$ cat src/sv/tdpt_pkg.sv
`default_nettype none

package tdpt_pkg;

    // Width of the number under test
    localparam int NUM_WIDTH = 32;
    // Divisor width: holds any divisor up to one past the integer square root
    localparam int DIV_WIDTH = NUM_WIDTH / 2 + 1;
    // Width of the running divisor square
    localparam int SQ_WIDTH  = 2 * DIV_WIDTH;
    // Bit counter width for the serial remainder
    localparam int CNT_WIDTH = $clog2(NUM_WIDTH);

    // First odd divisor and its square
    localparam logic [DIV_WIDTH-1:0] FIRST_DIV = DIV_WIDTH'(3);
    localparam logic [SQ_WIDTH-1:0]  FIRST_SQ  = SQ_WIDTH'(9);

    // Commands from controller to datapath
    typedef struct packed {
        logic load;      // capture a new number
        logic init_div;  // start a remainder pass with the current divisor
        logic div_step;  // one bit of the remainder pass
        logic next_d;    // advance to the next odd divisor
    } tdpt_cmd_t;

    // Status from datapath to controller
    typedef struct packed {
        logic lt2;       // number is 0 or 1
        logic lt4;       // number is below 4
        logic even;      // number is even
        logic sq_gt_n;   // divisor squared exceeds number
        logic rem_zero;  // remainder of last pass is zero
        logic div_last;  // current step is the last bit of the pass
    } tdpt_sts_t;

endpackage

`default_nettype wire

$ cat src/sv/tdpt_num_if.sv
`default_nettype none

interface tdpt_num_if;
    import tdpt_pkg::*;

    logic                 valid;
    logic                 ready;
    logic [NUM_WIDTH-1:0] number;

    modport source (output valid, output number, input ready);
    modport sink   (input valid, input number, output ready);
endinterface

`default_nettype wire

$ cat src/sv/tdpt_res_if.sv
`default_nettype none

interface tdpt_res_if;
    logic valid;
    logic ready;
    logic is_prime;

    modport source (output valid, output is_prime, input ready);
    modport sink   (input valid, input is_prime, output ready);
endinterface

`default_nettype wire

$ cat src/sv/tdpt_dp.sv
`default_nettype none

module tdpt_dp (
    input  wire logic                               clk,
    input  wire logic                               rst_n,
    input  wire tdpt_pkg::tdpt_cmd_t                cmd,
    input  wire logic [tdpt_pkg::NUM_WIDTH-1:0]     number,
    output tdpt_pkg::tdpt_sts_t                     sts
);
    import tdpt_pkg::*;

    logic [NUM_WIDTH-1:0] n_reg,   n_next;
    logic [DIV_WIDTH-1:0] d_reg,   d_next;
    logic [SQ_WIDTH-1:0]  sq_reg,  sq_next;
    logic [DIV_WIDTH-1:0] rem_reg, rem_next;
    logic [NUM_WIDTH-1:0] sh_reg,  sh_next;
    logic [CNT_WIDTH-1:0] cnt_reg, cnt_next;

    logic [DIV_WIDTH:0]   rem_shift;
    logic [DIV_WIDTH:0]   rem_sub;

    // One restoring-division step: shift in next dividend bit, subtract if it fits
    assign rem_shift = {rem_reg, sh_reg[NUM_WIDTH-1]};
    assign rem_sub   = rem_shift - {1'b0, d_reg};

    // Next-value logic
    always_comb
    begin
        n_next   = n_reg;
        d_next   = d_reg;
        sq_next  = sq_reg;
        rem_next = rem_reg;
        sh_next  = sh_reg;
        cnt_next = cnt_reg;
        if (cmd.load)
        begin
            n_next  = number;
            d_next  = FIRST_DIV;
            sq_next = FIRST_SQ;
        end
        if (cmd.init_div)
        begin
            rem_next = '0;
            sh_next  = n_reg;
            cnt_next = '0;
        end
        if (cmd.div_step)
        begin
            rem_next = rem_sub[DIV_WIDTH] ? rem_shift[DIV_WIDTH-1:0] : rem_sub[DIV_WIDTH-1:0];
            sh_next  = {sh_reg[NUM_WIDTH-2:0], 1'b0};
            cnt_next = cnt_reg + CNT_WIDTH'(1);
        end
        if (cmd.next_d)
        begin
            // (d+2)^2 = d^2 + 4d + 4
            d_next  = d_reg + DIV_WIDTH'(2);
            sq_next = sq_reg + (SQ_WIDTH'(d_reg) << 2) + SQ_WIDTH'(4);
        end
    end

    // Datapath registers (payload only, no reset needed)
    always_ff @(posedge clk)
    begin
        n_reg   <= n_next;
        d_reg   <= d_next;
        sq_reg  <= sq_next;
        rem_reg <= rem_next;
        sh_reg  <= sh_next;
        cnt_reg <= cnt_next;
    end

    // Status back to the controller
    always_comb
    begin
        sts.lt2      = (n_reg < NUM_WIDTH'(2));
        sts.lt4      = (n_reg < NUM_WIDTH'(4));
        sts.even     = ~n_reg[0];
        sts.sq_gt_n  = (sq_reg > SQ_WIDTH'(n_reg));
        sts.rem_zero = (rem_reg == '0);
        sts.div_last = (cnt_reg == CNT_WIDTH'(NUM_WIDTH - 1));
    end

    // Running square tracks the divisor
    a_sq_tracks_d: assert property (@(posedge clk) disable iff (!rst_n)
        (cmd.load || cmd.next_d) |=> (sq_reg == SQ_WIDTH'(SQ_WIDTH'(d_reg) * SQ_WIDTH'(d_reg))))
        else $error("divisor square out of step with divisor");

    // Divisor stays odd on each advance to the next divisor
    a_d_odd: assert property (@(posedge clk) disable iff (!rst_n)
        cmd.next_d |=> d_reg[0])
        else $error("even divisor");

endmodule

`default_nettype wire

$ cat src/sv/tdpt_ctrl.sv
`default_nettype none

module tdpt_ctrl (
    input  wire logic                  clk,
    input  wire logic                  rst_n,
    input  wire logic                  in_valid,
    output logic                       in_ready,
    output logic                       out_valid,
    input  wire logic                  out_ready,
    output logic                       out_bit,
    input  wire tdpt_pkg::tdpt_sts_t   sts,
    output tdpt_pkg::tdpt_cmd_t        cmd
);
    import tdpt_pkg::*;

    typedef enum logic [2:0] {
        ST_IDLE,
        ST_CLASSIFY,
        ST_BOUND,
        ST_DIV,
        ST_TEST,
        ST_DONE
    } state_t;

    state_t state_reg, state_next;
    logic   res_reg, res_next;
    logic   out_valid_reg, out_valid_next;
    logic   out_bit_reg, out_bit_next;
    logic   in_accept;

    assign in_ready  = (state_reg == ST_IDLE);
    assign in_accept = in_valid && in_ready;
    assign out_valid = out_valid_reg;
    assign out_bit   = out_bit_reg;

    // Sequencer
    always_comb
    begin
        state_next     = state_reg;
        res_next       = res_reg;
        out_valid_next = out_valid_reg && !out_ready;
        out_bit_next   = out_bit_reg;
        cmd            = '0;
        unique case (state_reg)
            ST_IDLE:
            begin
                if (in_accept)
                begin
                    cmd.load   = 1'b1;
                    state_next = ST_CLASSIFY;
                end
            end
            ST_CLASSIFY:
            begin
                priority if (sts.lt2)
                begin
                    res_next   = 1'b0;
                    state_next = ST_DONE;
                end
                else if (sts.lt4)
                begin
                    res_next   = 1'b1;
                    state_next = ST_DONE;
                end
                else if (sts.even)
                begin
                    res_next   = 1'b0;
                    state_next = ST_DONE;
                end
                else
                begin
                    state_next = ST_BOUND;
                end
            end
            ST_BOUND:
            begin
                if (sts.sq_gt_n)
                begin
                    res_next   = 1'b1;
                    state_next = ST_DONE;
                end
                else
                begin
                    cmd.init_div = 1'b1;
                    state_next   = ST_DIV;
                end
            end
            ST_DIV:
            begin
                cmd.div_step = 1'b1;
                if (sts.div_last)
                begin
                    state_next = ST_TEST;
                end
            end
            ST_TEST:
            begin
                if (sts.rem_zero)
                begin
                    res_next   = 1'b0;
                    state_next = ST_DONE;
                end
                else
                begin
                    cmd.next_d = 1'b1;
                    state_next = ST_BOUND;
                end
            end
            ST_DONE:
            begin
                // hand off to the output register once it is free
                if (!out_valid_reg || out_ready)
                begin
                    out_valid_next = 1'b1;
                    out_bit_next   = res_reg;
                    state_next     = ST_IDLE;
                end
            end
            default:
            begin
                state_next = ST_IDLE;
            end
        endcase
    end

    // State and registered outputs
    always_ff @(posedge clk or negedge rst_n)
    begin
        if (!rst_n)
        begin
            state_reg     <= ST_IDLE;
            res_reg       <= 1'b0;
            out_valid_reg <= 1'b0;
            out_bit_reg   <= 1'b0;
        end
        else
        begin
            state_reg     <= state_next;
            res_reg       <= res_next;
            out_valid_reg <= out_valid_next;
            out_bit_reg   <= out_bit_next;
        end
    end

    a_accept_classify: assert property (@(posedge clk) disable iff (!rst_n)
        in_accept |=> (state_reg == ST_CLASSIFY))
        else $error("accepted beat not classified");

    a_div_to_test: assert property (@(posedge clk) disable iff (!rst_n)
        (state_reg == ST_DIV && sts.div_last) |=> (state_reg == ST_TEST))
        else $error("remainder pass did not end");

    a_result_from_done: assert property (@(posedge clk) disable iff (!rst_n)
        (!out_valid_reg && out_valid_next) |-> (state_reg == ST_DONE))
        else $error("result beat issued outside done state");

endmodule

`default_nettype wire

$ cat src/sv/trial_division_prime_test_unit.sv
// Trial-division primality tester.
//
// Channels: req (sink) carries one number per beat; rsp (source) returns
// one is_prime bit per request, in order. Beats move on valid && ready.
// req.ready is high only while the unit is idle; one number is tested at
// a time.
//
// Timing: small cases (below 4, or even) are decided in the classify
// state and go straight to done. Odd numbers run each odd divisor d = 3,
// 5, ... while d*d <= number, until one divides it; each divisor passes
// a bound check, a bit-serial restoring remainder of NUM_WIDTH steps and
// a zero test. The serial remainder sets the rate: the worst case, a
// 32-bit prime near 2^32, needs about 32768 divisors.
//
// The result sits in an output register; the next number is accepted
// while it waits. If rsp stalls with a result still held, a finished test
// waits in its done state and req.ready stays low until the slot frees.
//
// Reset (rst_n, async, active low) returns to idle with rsp.valid low.

`default_nettype none

module trial_division_prime_test_unit (
    input  wire logic   clk,
    input  wire logic   rst_n,
    tdpt_num_if.sink    req,
    tdpt_res_if.source  rsp
);
    import tdpt_pkg::*;

    tdpt_cmd_t cmd;
    tdpt_sts_t sts;
    logic      in_ready;
    logic      out_valid;
    logic      out_bit;

    tdpt_ctrl u_ctrl (
        .clk       (clk),
        .rst_n     (rst_n),
        .in_valid  (req.valid),
        .in_ready  (in_ready),
        .out_valid (out_valid),
        .out_ready (rsp.ready),
        .out_bit   (out_bit),
        .sts       (sts),
        .cmd       (cmd)
    );

    tdpt_dp u_dp (
        .clk    (clk),
        .rst_n  (rst_n),
        .cmd    (cmd),
        .number (req.number),
        .sts    (sts)
    );

    assign req.ready    = in_ready;
    assign rsp.valid    = out_valid;
    assign rsp.is_prime = out_bit;

endmodule

`default_nettype wire
$ cat src/flat_wrapper.sv
// flat-port wrapper written by rule: the top's interface ports become plain ports
module trial_division_prime_test_unit_flat import tdpt_pkg::*;
  (clk, rst_n, req_valid, req_number, req_ready, rsp_valid, rsp_is_prime, rsp_ready);
  tdpt_num_if req_i ();
  tdpt_res_if rsp_i ();
  input  wire logic clk;
  input  wire logic rst_n;
  input wire logic [$bits(req_i.valid)-1:0] req_valid;
  input wire logic [$bits(req_i.number)-1:0] req_number;
  output wire logic [$bits(req_i.ready)-1:0] req_ready;
  output wire logic [$bits(rsp_i.valid)-1:0] rsp_valid;
  output wire logic [$bits(rsp_i.is_prime)-1:0] rsp_is_prime;
  input wire logic [$bits(rsp_i.ready)-1:0] rsp_ready;
  assign req_i.valid = req_valid;
  assign req_i.number = req_number;
  assign req_ready = req_i.ready;
  assign rsp_valid = rsp_i.valid;
  assign rsp_is_prime = rsp_i.is_prime;
  assign rsp_i.ready = rsp_ready;
  trial_division_prime_test_unit u_core (.clk(clk), .rst_n(rst_n), .req(req_i), .rsp(rsp_i));
endmodule
$ cat config.mk
export PLATFORM = sky130hd
export DESIGN_NAME = trial_division_prime_test_unit_flat
export DESIGN_NICKNAME = d
export VERILOG_FILES = /design/src/sv/tdpt_pkg.sv /design/src/sv/tdpt_num_if.sv /design/src/sv/tdpt_res_if.sv /design/src/sv/tdpt_dp.sv /design/src/sv/tdpt_ctrl.sv /design/src/sv/trial_division_prime_test_unit.sv /design/src/flat_wrapper.sv
export SDC_FILE = /design/constraint.sdc
export NUM_CORES = 1
export LEC_CHECK = 0
export BUFFER_PORTS_ARGS = -buffer_cell sky130_fd_sc_hd__buf_2
export CAP_MARGIN = 0
export CORE_MARGIN = 2
export CORE_UTILIZATION = 35
export CTS_BUF_LIST = sky130_fd_sc_hd__clkbuf_4 sky130_fd_sc_hd__clkbuf_8
export CTS_CLUSTER_SIZE = 28
export DETAILED_ROUTE_END_ITERATION = 8
export GPL_ROUTABILITY_DRIVEN = 0
export SYNTH_ARGS = -nofsm -noshare
export SYNTH_HDL_FRONTEND = slang
export SYNTH_SLANG_ARGS = --single-unit
$ cat constraint.sdc
create_clock -name clk -period 9.71 [get_ports clk]
set_input_delay 2.913 -clock clk [delete_from_list [all_inputs] [get_ports clk]]
set_output_delay 2.913 -clock clk [all_outputs]
set_load 0.02 [all_outputs]
==> out/results.ini, run 1 <==
[grt]
grt_overflow=0
grt_first_pass_wirelength_mm=31.32
grt_pass1_vias=5683
grt_max_degree=54
antenna_found_initial=0
grt_usage_pct=15.84

[sta]
rsz0062_at_grt=no
final_max_slew_viol_count=0
finalCritPeriodShare_pct=45.65
slew_headroom_pct=37.26
worstMarginPinSlew_ns=0.9389
skew_ns=0.01657
setup_tns_ns=0
setup_viol=0
finalCriticalPeriod_ns=4.432
finalHoldViolCount=0
holdWs_ns=0.4820
fmaxAchievable_mhz=225.6

[worst_setup_path]
cp-endpoint=u_core.u_dp.d_reg[1]$_SDFFCE_PN1P_
startpoint_type=input port
slowest_stage=and2_2
critical_path_arrival_ns=4.52
worst-path-max-fanout=47
reg2reg_setup_slack_ns=6.08
critPathLaunch=req_valid
ff2ff_path_depth=10
crit_required_ns=9.80
worstReg2RegStart=u_core.u_dp.d_reg[2]$_SDFFCE_PN0P_
crit_path_end_kind=flip-flop
timing.rr.end=u_core.u_dp.sq_reg[26]$_SDFFCE_PN0P_
crit_type=in2reg
worstPathBufferInverterCount=2
crit_chain=buf_2 -> and2_2 -> nand2b_2 -> buf_4
crit_cells=4
cpLargestDelayFamily=simple AND/OR/NAND/NOR gates
cp_slowest_stage_delay_ns=0.69

[die]
start_util_pct=35.72
core_area_um2=23470
io_pins=39
rows=56
die_x_um=158.8
die_h_um=158.8
die_area_um2=25210

[power_and_ir_drop]
power_w=0.002976
ir_drop_uv=134.0
power.leakage_nw=3.779
power_density_nw_per_um2=316.4

[clock_network]
cts_sinks=139
path_clk_slew_ns=0.09
ctsResizeCount=0
numCtsBuffers=17
cts_tree=yes
worstSkewPairLatency_ns=0.46
holdBufCountCts=0
cts_setup_buffers=0
clockBufferDepth=2
root_buffer=clkbuf_8
cts_htree_levels=4

[logic_synthesis]
synth-main-ff-cell=edfxtp_1
avgSynthCellArea_um2=11.41
synth_fp_nets=853
synth_cells=735
synth_top_area_cell=edfxtp_1
ys_seq_area_share_pct=49.31
yosysWarnings=0
synth_edf_count=132
synthTopCellsByArea=edfxtp_1 47%, ha_1 12%, a22o_1 3.2%, nor2_1 2.8%, xnor2_1 2.7%
synthDistinctLibCells=69
async_reset_ff_share_pct=4.317
yosysTopAreaCellShare_pct=47.28
syn-cell-area_um2=8384
synth-seq-cells=139

[routing]
via_count=5897
drt_iter0_drc=365
routedWlPerCell_um=17.68
drtPass1Iterations=5
final_antenna_net_count=0
vias_per_cell=5.327
drc=0
wirelength_mm=19.58

[flow_run]
maxCapViolations=0

[outcome]
status=finished clean

[finish]
final_layout_size_suffix_gt1_share_pct=13.96
areaGrowthSynthToFinish_pct=12.19
fillCellCount=2262
nNetsFinal=893
num_antenna_cells=0

[placement]
hpwl_mm=13.85
io_buffers=38

[worst_hold_path]
hold_path_class=reg2reg

==> cell usage after synthesis, types with 8 or more instances <==
| library cell | number |
|---|---|
| a21o_1 | 27 |
| a21oi_1 | 28 |
| a22o_1 | 31 |
| and3_1 | 12 |
| clkbuf_1 | 16 |
| edfxtp_1 | 132 |
| ha_1 | 80 |
| inv_1 | 51 |
| mux2i_1 | 13 |
| nand2_1 | 25 |
| nand2b_1 | 9 |
| nand3_1 | 17 |
| nand4_1 | 14 |
| nor2_1 | 63 |
| nor3_1 | 10 |
| nor4_1 | 15 |
| o211ai_1 | 8 |
| o21a_1 | 8 |
| o21ai_0 | 14 |
| xnor2_1 | 26 |
| xor2_1 | 19 |
==> worst reg2reg max path, stage by stage, from the launching register on <==
cell and delay, ns:
edfxtp_1 0.51, ha_1 0.38, ha_1 0.29, a21o_1 0.20
a21oi_4 0.18, o211ai_2 0.14, a221o_2 0.40, a221o_2 0.40
a221oi_4 0.58, or3_2 0.24, a21oi_2 0.05
==> logic make-up (layout without fill, tap and decap cells) <==
kind of cell	after synthesis	after routing	synth area share (%)
XOR/XNOR	45	45	4.701
multiplexers	14	14	1.686
AND/OR/NAND/NOR	201	201	12.30
buffers and inverters	75	128	3.522
adder cells (fa/ha/maj)	82	82	12.42
flip-flops	139	139	49.31
AO/OA/AOI/OAI	179	179	16.07
==> cell usage in the layout, fill, tap and decap left out, types with 7 or more instances in the layout <==
cell type,synthesis,routed
buf_2,2,38
nand2b_1,9,7
o211ai_1,8,8
mux2i_1,13,13
nor3_1,10,10
nand2_1,25,25
nand3_1,17,17
ha_1,80,80
inv_1,51,51
o21a_1,8,8
buf_4,1,7
a22o_1,31,31
xor2_1,19,19
clkbuf_8,0,17
a21oi_1,28,28
nand4_1,14,14
a21o_1,27,27
and3_1,12,12
nor4_1,15,15
edfxtp_1,132,132
xnor2_1,26,25
o21ai_0,14,14
nor2_1,63,63
==> metal layers <==
metal	vias up	global-route usage, %	routed length (µm)
met5	-	0	0
met4	0	6.172	460
met3	27	2.926	790
met2	131	23.42	8729
met1	2863	22.91	9596
li1	2876	-	-
==> stage by stage <==
stage | util [%] | setup slack [ns] | instances | cell area, µm²
after detailed placement | 38.12 | 4.794 | 1075 | 8949
after floorplan | - | 4.284 | 735 | 8384
after global placement | 38.12 | 4.819 | 1075 | 8949
after global routing | 40.07 | 5.170 | 1107 | 9407
final | 40.07 | 5.278 | 1107 | 9407
after CTS | 40.07 | 5.261 | 1107 | 9407
==> area by class of cell <==
cell class	instances	area (µm²)	area share (%)
clock buffer	18	241.5	2.567
tap	319	399.1	4.243
sequential	139	4134	43.95
multi-input combinational	521	3981	42.33
clock inverter	14	216.5	2.301
timing repair buffer	45	242.7	2.580
inverter	51	191.4	2.035
==> report_power, final <==
part	internal (W)	switching [W]
Clock	0.000309	0.000240
Combinational	0.000560	0.000780
Sequential	0.000915	0.000172
==> worst min-delay path by stage <==
| stage | from | to | cells past startpoint |
|---|---|---|---|
| after floorplan | u_core.u_dp.sh_reg[0]$_SDFFE_PP0N_ | u_core.u_dp.sh_reg[0]$_SDFFE_PP0N_ | 2 |
| after global placement | u_core.u_dp.sh_reg[0]$_SDFFE_PP0N_ | u_core.u_dp.sh_reg[0]$_SDFFE_PP0N_ | 2 |
| after detailed placement | u_core.u_dp.sh_reg[0]$_SDFFE_PP0N_ | u_core.u_dp.sh_reg[0]$_SDFFE_PP0N_ | 2 |
| after CTS | u_core.u_dp.sh_reg[0]$_SDFFE_PP0N_ | u_core.u_dp.sh_reg[0]$_SDFFE_PP0N_ | 2 |
| after global routing | u_core.u_dp.sh_reg[0]$_SDFFE_PP0N_ | u_core.u_dp.sh_reg[0]$_SDFFE_PP0N_ | 2 |
| final | u_core.u_dp.sh_reg[0]$_SDFFE_PP0N_ | u_core.u_dp.sh_reg[0]$_SDFFE_PP0N_ | 2 |
Note: power is estimated with default switching activity, not from simulation.
==> run 2, diff against run 1 <==
- clock period: 9.71 -> 3.65 ns (I/O delays scaled with it)
==> out/results.ini, run 2 (synthesized netlist as in run 1, its figures left out) <==
[grt]
grt_max_degree=48  ; -11%
antenna_found_initial=0  ; unchanged
grt_pass1_vias=5798  ; +2.0%
grt_usage_pct=15.53  ; -0.32 points
grt_overflow=0  ; unchanged
grt_first_pass_wirelength_mm=31.02  ; -0.95%

[power_and_ir_drop]
clockPowerShare_pct=16.0  ; -2.5 points
ir_drop_uv=412.3  ; +210%
p_seq_share_pct=36.6  ; about the same
power.leakage_nw=3.795  ; +0.43%
power_density_nw_per_um2=825.7  ; +160%
pwr-share-comb_pct=47.4  ; +2.4 points
p_sw_share_pct=41.45  ; +1.4 points
intPower_w=0.004548  ; +150%
p_sw_w=0.003220  ; +170%

[outcome]
status=finished clean

[clock_network]
numCtsBuffers=17  ; unchanged
cts_htree_levels=4  ; unchanged
clockBufferDepth=2  ; unchanged
path_clk_slew_ns=0.09  ; about the same
cts_sinks=139  ; unchanged
holdBufCountCts=0  ; unchanged
cts_tree=yes
worstSkewPairLatency_ns=0.45  ; about the same
ctsResizeCount=0  ; unchanged
cts_setup_buffers=0  ; unchanged
root_buffer=clkbuf_8

[finish]
fillCellCount=2278  ; +0.71%
final-seq-area_um2=4134  ; unchanged
design_area_um2=9408  ; about the same
mostFrequentLayoutCells=132 x edfxtp_1, 80 x ha_1, 63 x nor2_1
nNetsFinal=901  ; +0.90%
areaGrowthSynthToFinish_pct=12.21  ; about the same
final_common_cell=edfxtp_1
final_layout_size_suffix_gt1_share_pct=14.95  ; +0.99 points
num_antenna_cells=0  ; unchanged
multiInputGateArea_um2=3981  ; unchanged

[worst_setup_path]
crit_path_end_kind=flip-flop
worst-path-max-fanout=13  ; -72%
critPathLaunch=u_core.u_dp.d_reg[2]$_SDFFCE_PN0P_
crit_type=reg2reg
reg2reg_setup_slack_ns=0.17  ; -5.91 ns
crit_required_ns=3.86  ; -5.94 ns
ff2ff_path_depth=10  ; unchanged
startpoint_type=flip-flop
cp-endpoint=u_core.u_dp.sq_reg[26]$_SDFFCE_PN0P_
worstReg2RegStart=u_core.u_dp.d_reg[2]$_SDFFCE_PN0P_
critical_path_arrival_ns=3.69  ; -0.83 ns
timing.rr.end=u_core.u_dp.sq_reg[26]$_SDFFCE_PN0P_

[die]
core_area_um2=23470  ; unchanged
rows=56  ; unchanged
die_area_um2=25210  ; unchanged
start_util_pct=35.72  ; unchanged
die_x_um=158.8  ; unchanged
die_h_um=158.8  ; unchanged
io_pins=39  ; unchanged

[sta]
setup_viol=0  ; unchanged
fmaxAchievable_mhz=287.4
rsz0062_at_grt=no
finalCritPeriodShare_pct=95.32
slew_headroom_pct=49.16  ; +12 points
skew_ns=0.01147  ; -0.005090 ns
finalHoldViolCount=0  ; unchanged
worstMarginPinSlew_ns=0.7627  ; -0.1762 ns
finalCriticalPeriod_ns=3.479
final_max_slew_viol_count=0  ; unchanged
setup_tns_ns=0  ; unchanged

[routing]
via_count=5840  ; -0.97%
wirelength_mm=19.27  ; -1.6%
drt_iter0_drc=437  ; +20%
final_antenna_net_count=0  ; unchanged
drc=0  ; unchanged
routedWlPerCell_um=17.28  ; -2.3%
drtPass1Iterations=5  ; unchanged
vias_per_cell=5.238  ; -1.7%

[placement]
hpwl_mm=13.89  ; +0.23%
postPlaceCellArea_um2=9021  ; +0.81%
io_buffers=38  ; unchanged

[worst_hold_path]
hold_path_class=in2async

[flow_run]
maxCapViolations=0  ; unchanged

-- run 2: worst max-delay path, stage by stage (launching register included) --
cell and delay (ns):
edfxtp_1 0.41, ha_1 0.35, ha_1 0.29, a21o_1 0.21, a21oi_4 0.19, o211ai_2 0.12, a221o_2 0.39, a221o_2 0.39
a221oi_4 0.59, or3_2 0.24, a21oi_2 0.05
-- run 2: how the worst min path moves through the flow --
stage	start	end	cells past startpoint
2_1_floorplan	u_core.u_dp.sh_reg[0]$_SDFFE_PP0N_	u_core.u_dp.sh_reg[0]$_SDFFE_PP0N_	2
3_3_place_gp	u_core.u_dp.sh_reg[0]$_SDFFE_PP0N_	u_core.u_dp.sh_reg[0]$_SDFFE_PP0N_	2
3_5_place_dp	u_core.u_dp.sh_reg[0]$_SDFFE_PP0N_	u_core.u_dp.sh_reg[0]$_SDFFE_PP0N_	2
4_1_cts	rst_n	u_core.u_ctrl.state_reg[0]$_DFFE_PN0P_	1
5_1_grt	rst_n	u_core.u_ctrl.out_bit$_DFFE_PN0P_	1
6_report	rst_n	u_core.u_ctrl.state_reg[0]$_DFFE_PN0P_	1
-- run 2: power groups by stage --
stage               clock [W]  sequential, W  combinational [W]
floorplan                   0        0.00271            0.00287
global placement            0        0.00287            0.00361
detailed placement          0        0.00288            0.00365
CTS                   0.00129        0.00284            0.00369
global route          0.00134        0.00291            0.00413
finish                0.00124        0.00284            0.00368
-- run 2: area by class of cell --
cell class	count	share of cell area, %
Multi-Input combinational cell	521	42.32
Sequential cell	139	43.94
Clock buffer	17	2.487
Tap cell	319	4.243
Clock inverter	15	1.623
Timing Repair Buffer	53	3.352
Inverter	51	2.035
-- run 2: stage by stage --
stage	hold WS (ns)	total power [W]	cells	setup WS (ns)	utilization (%)
finish	0.4393	0.007768	1115	0.1708	40.08
global route	0.4147	0.008378	1115	0.04597	40.08
CTS	0.4115	0.007817	1115	0.2060	40.08
detailed placement	0.4522	0.006532	1083	0.2222	38.43
global placement	0.4508	0.006486	1083	0.2797	38.43
floorplan	0.4344	0.005577	735	0.3472	-
-- run 2: metal layers --
| metal | global-route usage (%) | part of all wire, % | vias to the layer above |
|---|---|---|---|
| met1 | 21.57 | 49 | 2822 |
| met2 | 24.77 | 46 | 110 |
| met5 | 0 | 0 | - |
| met3 | 2.717 | 3.5 | 22 |
| li1 | - | - | 2886 |
| met4 | 4.671 | 1.5 | 0 |
==> run 3, diff against run 2 <==
- CORE_UTILIZATION: 35 -> 25
- GPL_ROUTABILITY_DRIVEN: 0 -> not set
- TNS_END_PERCENT: not set -> 5
==> out/results.ini, run 3 (synthesized netlist as in run 1, its figures left out) <==
[outcome]
status=finished clean

[clock_network]
clockBufferDepth=2  ; unchanged
cts_sinks=139  ; unchanged
cts_setup_buffers=0  ; unchanged
path_clk_slew_ns=0.08  ; about the same
ctsResizeCount=0  ; unchanged
worstSkewPairLatency_ns=0.46  ; about the same
root_buffer=clkbuf_8
cts_tree=yes
holdBufCountCts=0  ; unchanged
cts_htree_levels=4  ; unchanged
numCtsBuffers=17  ; unchanged

[die]
core_area_um2=33280  ; +42%
io_pins=39  ; unchanged
start_util_pct=25.19  ; -11 points
rows=67  ; +20%
die_x_um=187.1  ; +18%
die_area_um2=35020  ; +39%
die_h_um=187.1  ; +18%

[sta]
finalCritPeriodShare_pct=88.73  ; -6.6 points
worstMarginPinSlew_ns=0.6403  ; -0.1224 ns
final_max_slew_viol_count=0  ; unchanged
fmaxAchievable_mhz=308.8  ; +7.4%
rsz0062_at_grt=no
slew_headroom_pct=57.31  ; +8.2 points
skew_ns=0.01263  ; +0.001155 ns
holdWs_ns=0.4365  ; -0.002773 ns
finalCriticalPeriod_ns=3.239  ; -0.2406 ns
setup_tns_ns=0  ; unchanged
finalHoldViolCount=0  ; unchanged
setup_viol=0  ; unchanged

[placement]
hpwl_mm=13.93  ; +0.35%
gp_congestion=0.8108
postPlaceCellArea_um2=9175  ; +1.7%
io_buffers=38  ; unchanged

[finish]
final_common_cell=edfxtp_1
fillCellCount=3457  ; +52%
mostFrequentLayoutCells=132 x edfxtp_1, 80 x ha_1, 63 x nor2_1
areaGrowthSynthToFinish_pct=13.83
design_area_um2=9544  ; +1.4%
num_antenna_cells=0  ; unchanged
nNetsFinal=900  ; -0.11%
final_layout_size_suffix_gt1_share_pct=14.72  ; -0.23 points

[routing]
met2_length_mm=9.176  ; +2.7%
wirelength_mm=19.44  ; +0.88%
drt_iter0_drc=371  ; -15%
routedWlPerCell_um=15.64  ; -9.5%
drtPass1Iterations=5  ; unchanged
dr_wl_met3_um=671  ; +0.90%
met1_length_mm=9.232  ; -1.6%
final_antenna_net_count=0  ; unchanged
vias_per_cell=4.794  ; -8.5%
via_count=5959  ; +2.0%
drc=0  ; unchanged
top_layer=met4

[worst_setup_path]
crit_required_ns=3.86  ; about the same
cp_slowest_stage_delay_ns=0.44  ; -0.15 ns
worstReg2RegStart=u_core.u_dp.d_reg[6]$_SDFFCE_PN0P_
crit_path_end_kind=flip-flop
critPathLaunch=u_core.u_dp.d_reg[6]$_SDFFCE_PN0P_
crit_chain=ha_1 -> ha_1 -> o21a_1 -> o211a_1 -> a221o_2 -> a221o_2 -> a221oi_4 -> buf_4 -> xor2_1 -> nor2_1
slowest_stage=edfxtp_1
startpoint_type=flip-flop
critical_path_arrival_ns=3.45  ; -0.24 ns
crit_type=reg2reg
worstPathBufferInverterCount=1  ; +1
worst-path-max-fanout=13  ; unchanged
cpLargestDelayFamily=compound AO/OA/AOI/OAI gates

[power_and_ir_drop]
p_sw_share_pct=41.33  ; -0.12 points
p_seq_share_pct=36.8  ; +0.2 points
intPower_w=0.004537  ; -0.25%
power.leakage_nw=3.769  ; -0.70%
clockPowerShare_pct=15.6  ; -0.4 points
power_density_nw_per_um2=810.2  ; -1.9%
p_sw_w=0.003196  ; -0.74%
ir_drop_uv=375.8  ; -8.8%
pwr-share-comb_pct=47.6  ; +0.2 points

[grt]
grt_pass1_vias=5866  ; +1.2%
antenna_found_initial=0  ; unchanged
grt_overflow=0  ; unchanged
grt_usage_pct=11.47  ; -4.1 points
grt_first_pass_wirelength_mm=31.73  ; +2.3%
grt_max_degree=48  ; unchanged

[flow_run]
maxCapViolations=0  ; unchanged

[worst_hold_path]
hold_path_class=in2async

==> run 3: cell types whose count changed in the layout (fill, tap and decap cells not counted), sizes merged <==
cell / before / now
inv: 59 / 53
clkinvlp: 1 / 5
clkbuf: 17 / 19
buf: 53 / 52
==> run 3: cell type report <==
type                    count  area (µm²)  share of cell area, %
flip-flops and latches    139        4134                  43.31
clock inverters            13       120.1                  1.259
well taps                 448       560.5                  5.873
inverters                  51       191.4                  2.006
clock buffers              19       249.0                  2.609
multi-input cells         521        3981                  41.71
repair buffers             52       307.8                  3.225
==> run 3: routing by layer <==
layer  global-route usage, %  up-vias
li1                        -     2887
met1                   15.42     2928
met2                   18.30      117
met3                   2.176       27
met4                   4.335        0
met5                       0        -
==> run 3: stage by stage <==
| stage | power (W) | instances | utilization [%] | setup WS (ns) |
|---|---|---|---|---|
| 2_1_floorplan | 0.005581 | 735 | - | -0.1324 |
| 3_3_place_gp | 0.006473 | 1211 | 27.57 | 0.4240 |
| 3_5_place_dp | 0.006531 | 1211 | 27.57 | 0.4013 |
| 4_1_cts | 0.007771 | 1243 | 28.68 | 0.4108 |
| 5_1_grt | 0.008354 | 1243 | 28.68 | 0.2205 |
| 6_report | 0.007732 | 1243 | 28.68 | 0.4114 |
==> run 3: path summary, 6_finish.rpt <==
kind / slack [ns] / to / cells past startpoint
setup / recovery: 0.41 / u_core.u_dp.sq_reg[20]$_SDFFCE_PN0P_ / 10
hold / removal: 0.44 / u_core.u_ctrl.out_valid$_DFF_PN0_ / 1
setup reg to reg: 0.41 / u_core.u_dp.sq_reg[20]$_SDFFCE_PN0P_ / 10
hold reg to reg: 0.46 / u_core.u_dp.sh_reg[0]$_SDFFE_PP0N_ / 2
max in group asynchronous: 3.06 / u_core.u_ctrl.state_reg[2]$_DFFE_PN0P_ / 1
min in group clk: 0.46 / u_core.u_dp.sh_reg[0]$_SDFFE_PP0N_ / 2
==> run 3: power by group through the flow <==
stage          clock (W)  combinational [W]  sequential [W]
2_1_floorplan          0            0.00287         0.00271
3_3_place_gp           0            0.00360         0.00287
3_5_place_dp           0            0.00365         0.00288
4_1_cts          0.00124            0.00369         0.00285
5_1_grt          0.00131            0.00413         0.00292
6_report         0.00120            0.00368         0.00285
==> run 3: worst register-to-register path, stage by stage (launching register included) <==
cell and delay, ns:
edfxtp_1 0.44, ha_1 0.32, ha_1 0.34, o21a_1 0.23, o211a_1 0.22, a221o_2 0.40
a221o_2 0.39, a221oi_4 0.22, buf_4 0.23, xor2_1 0.16, nor2_1 0.05
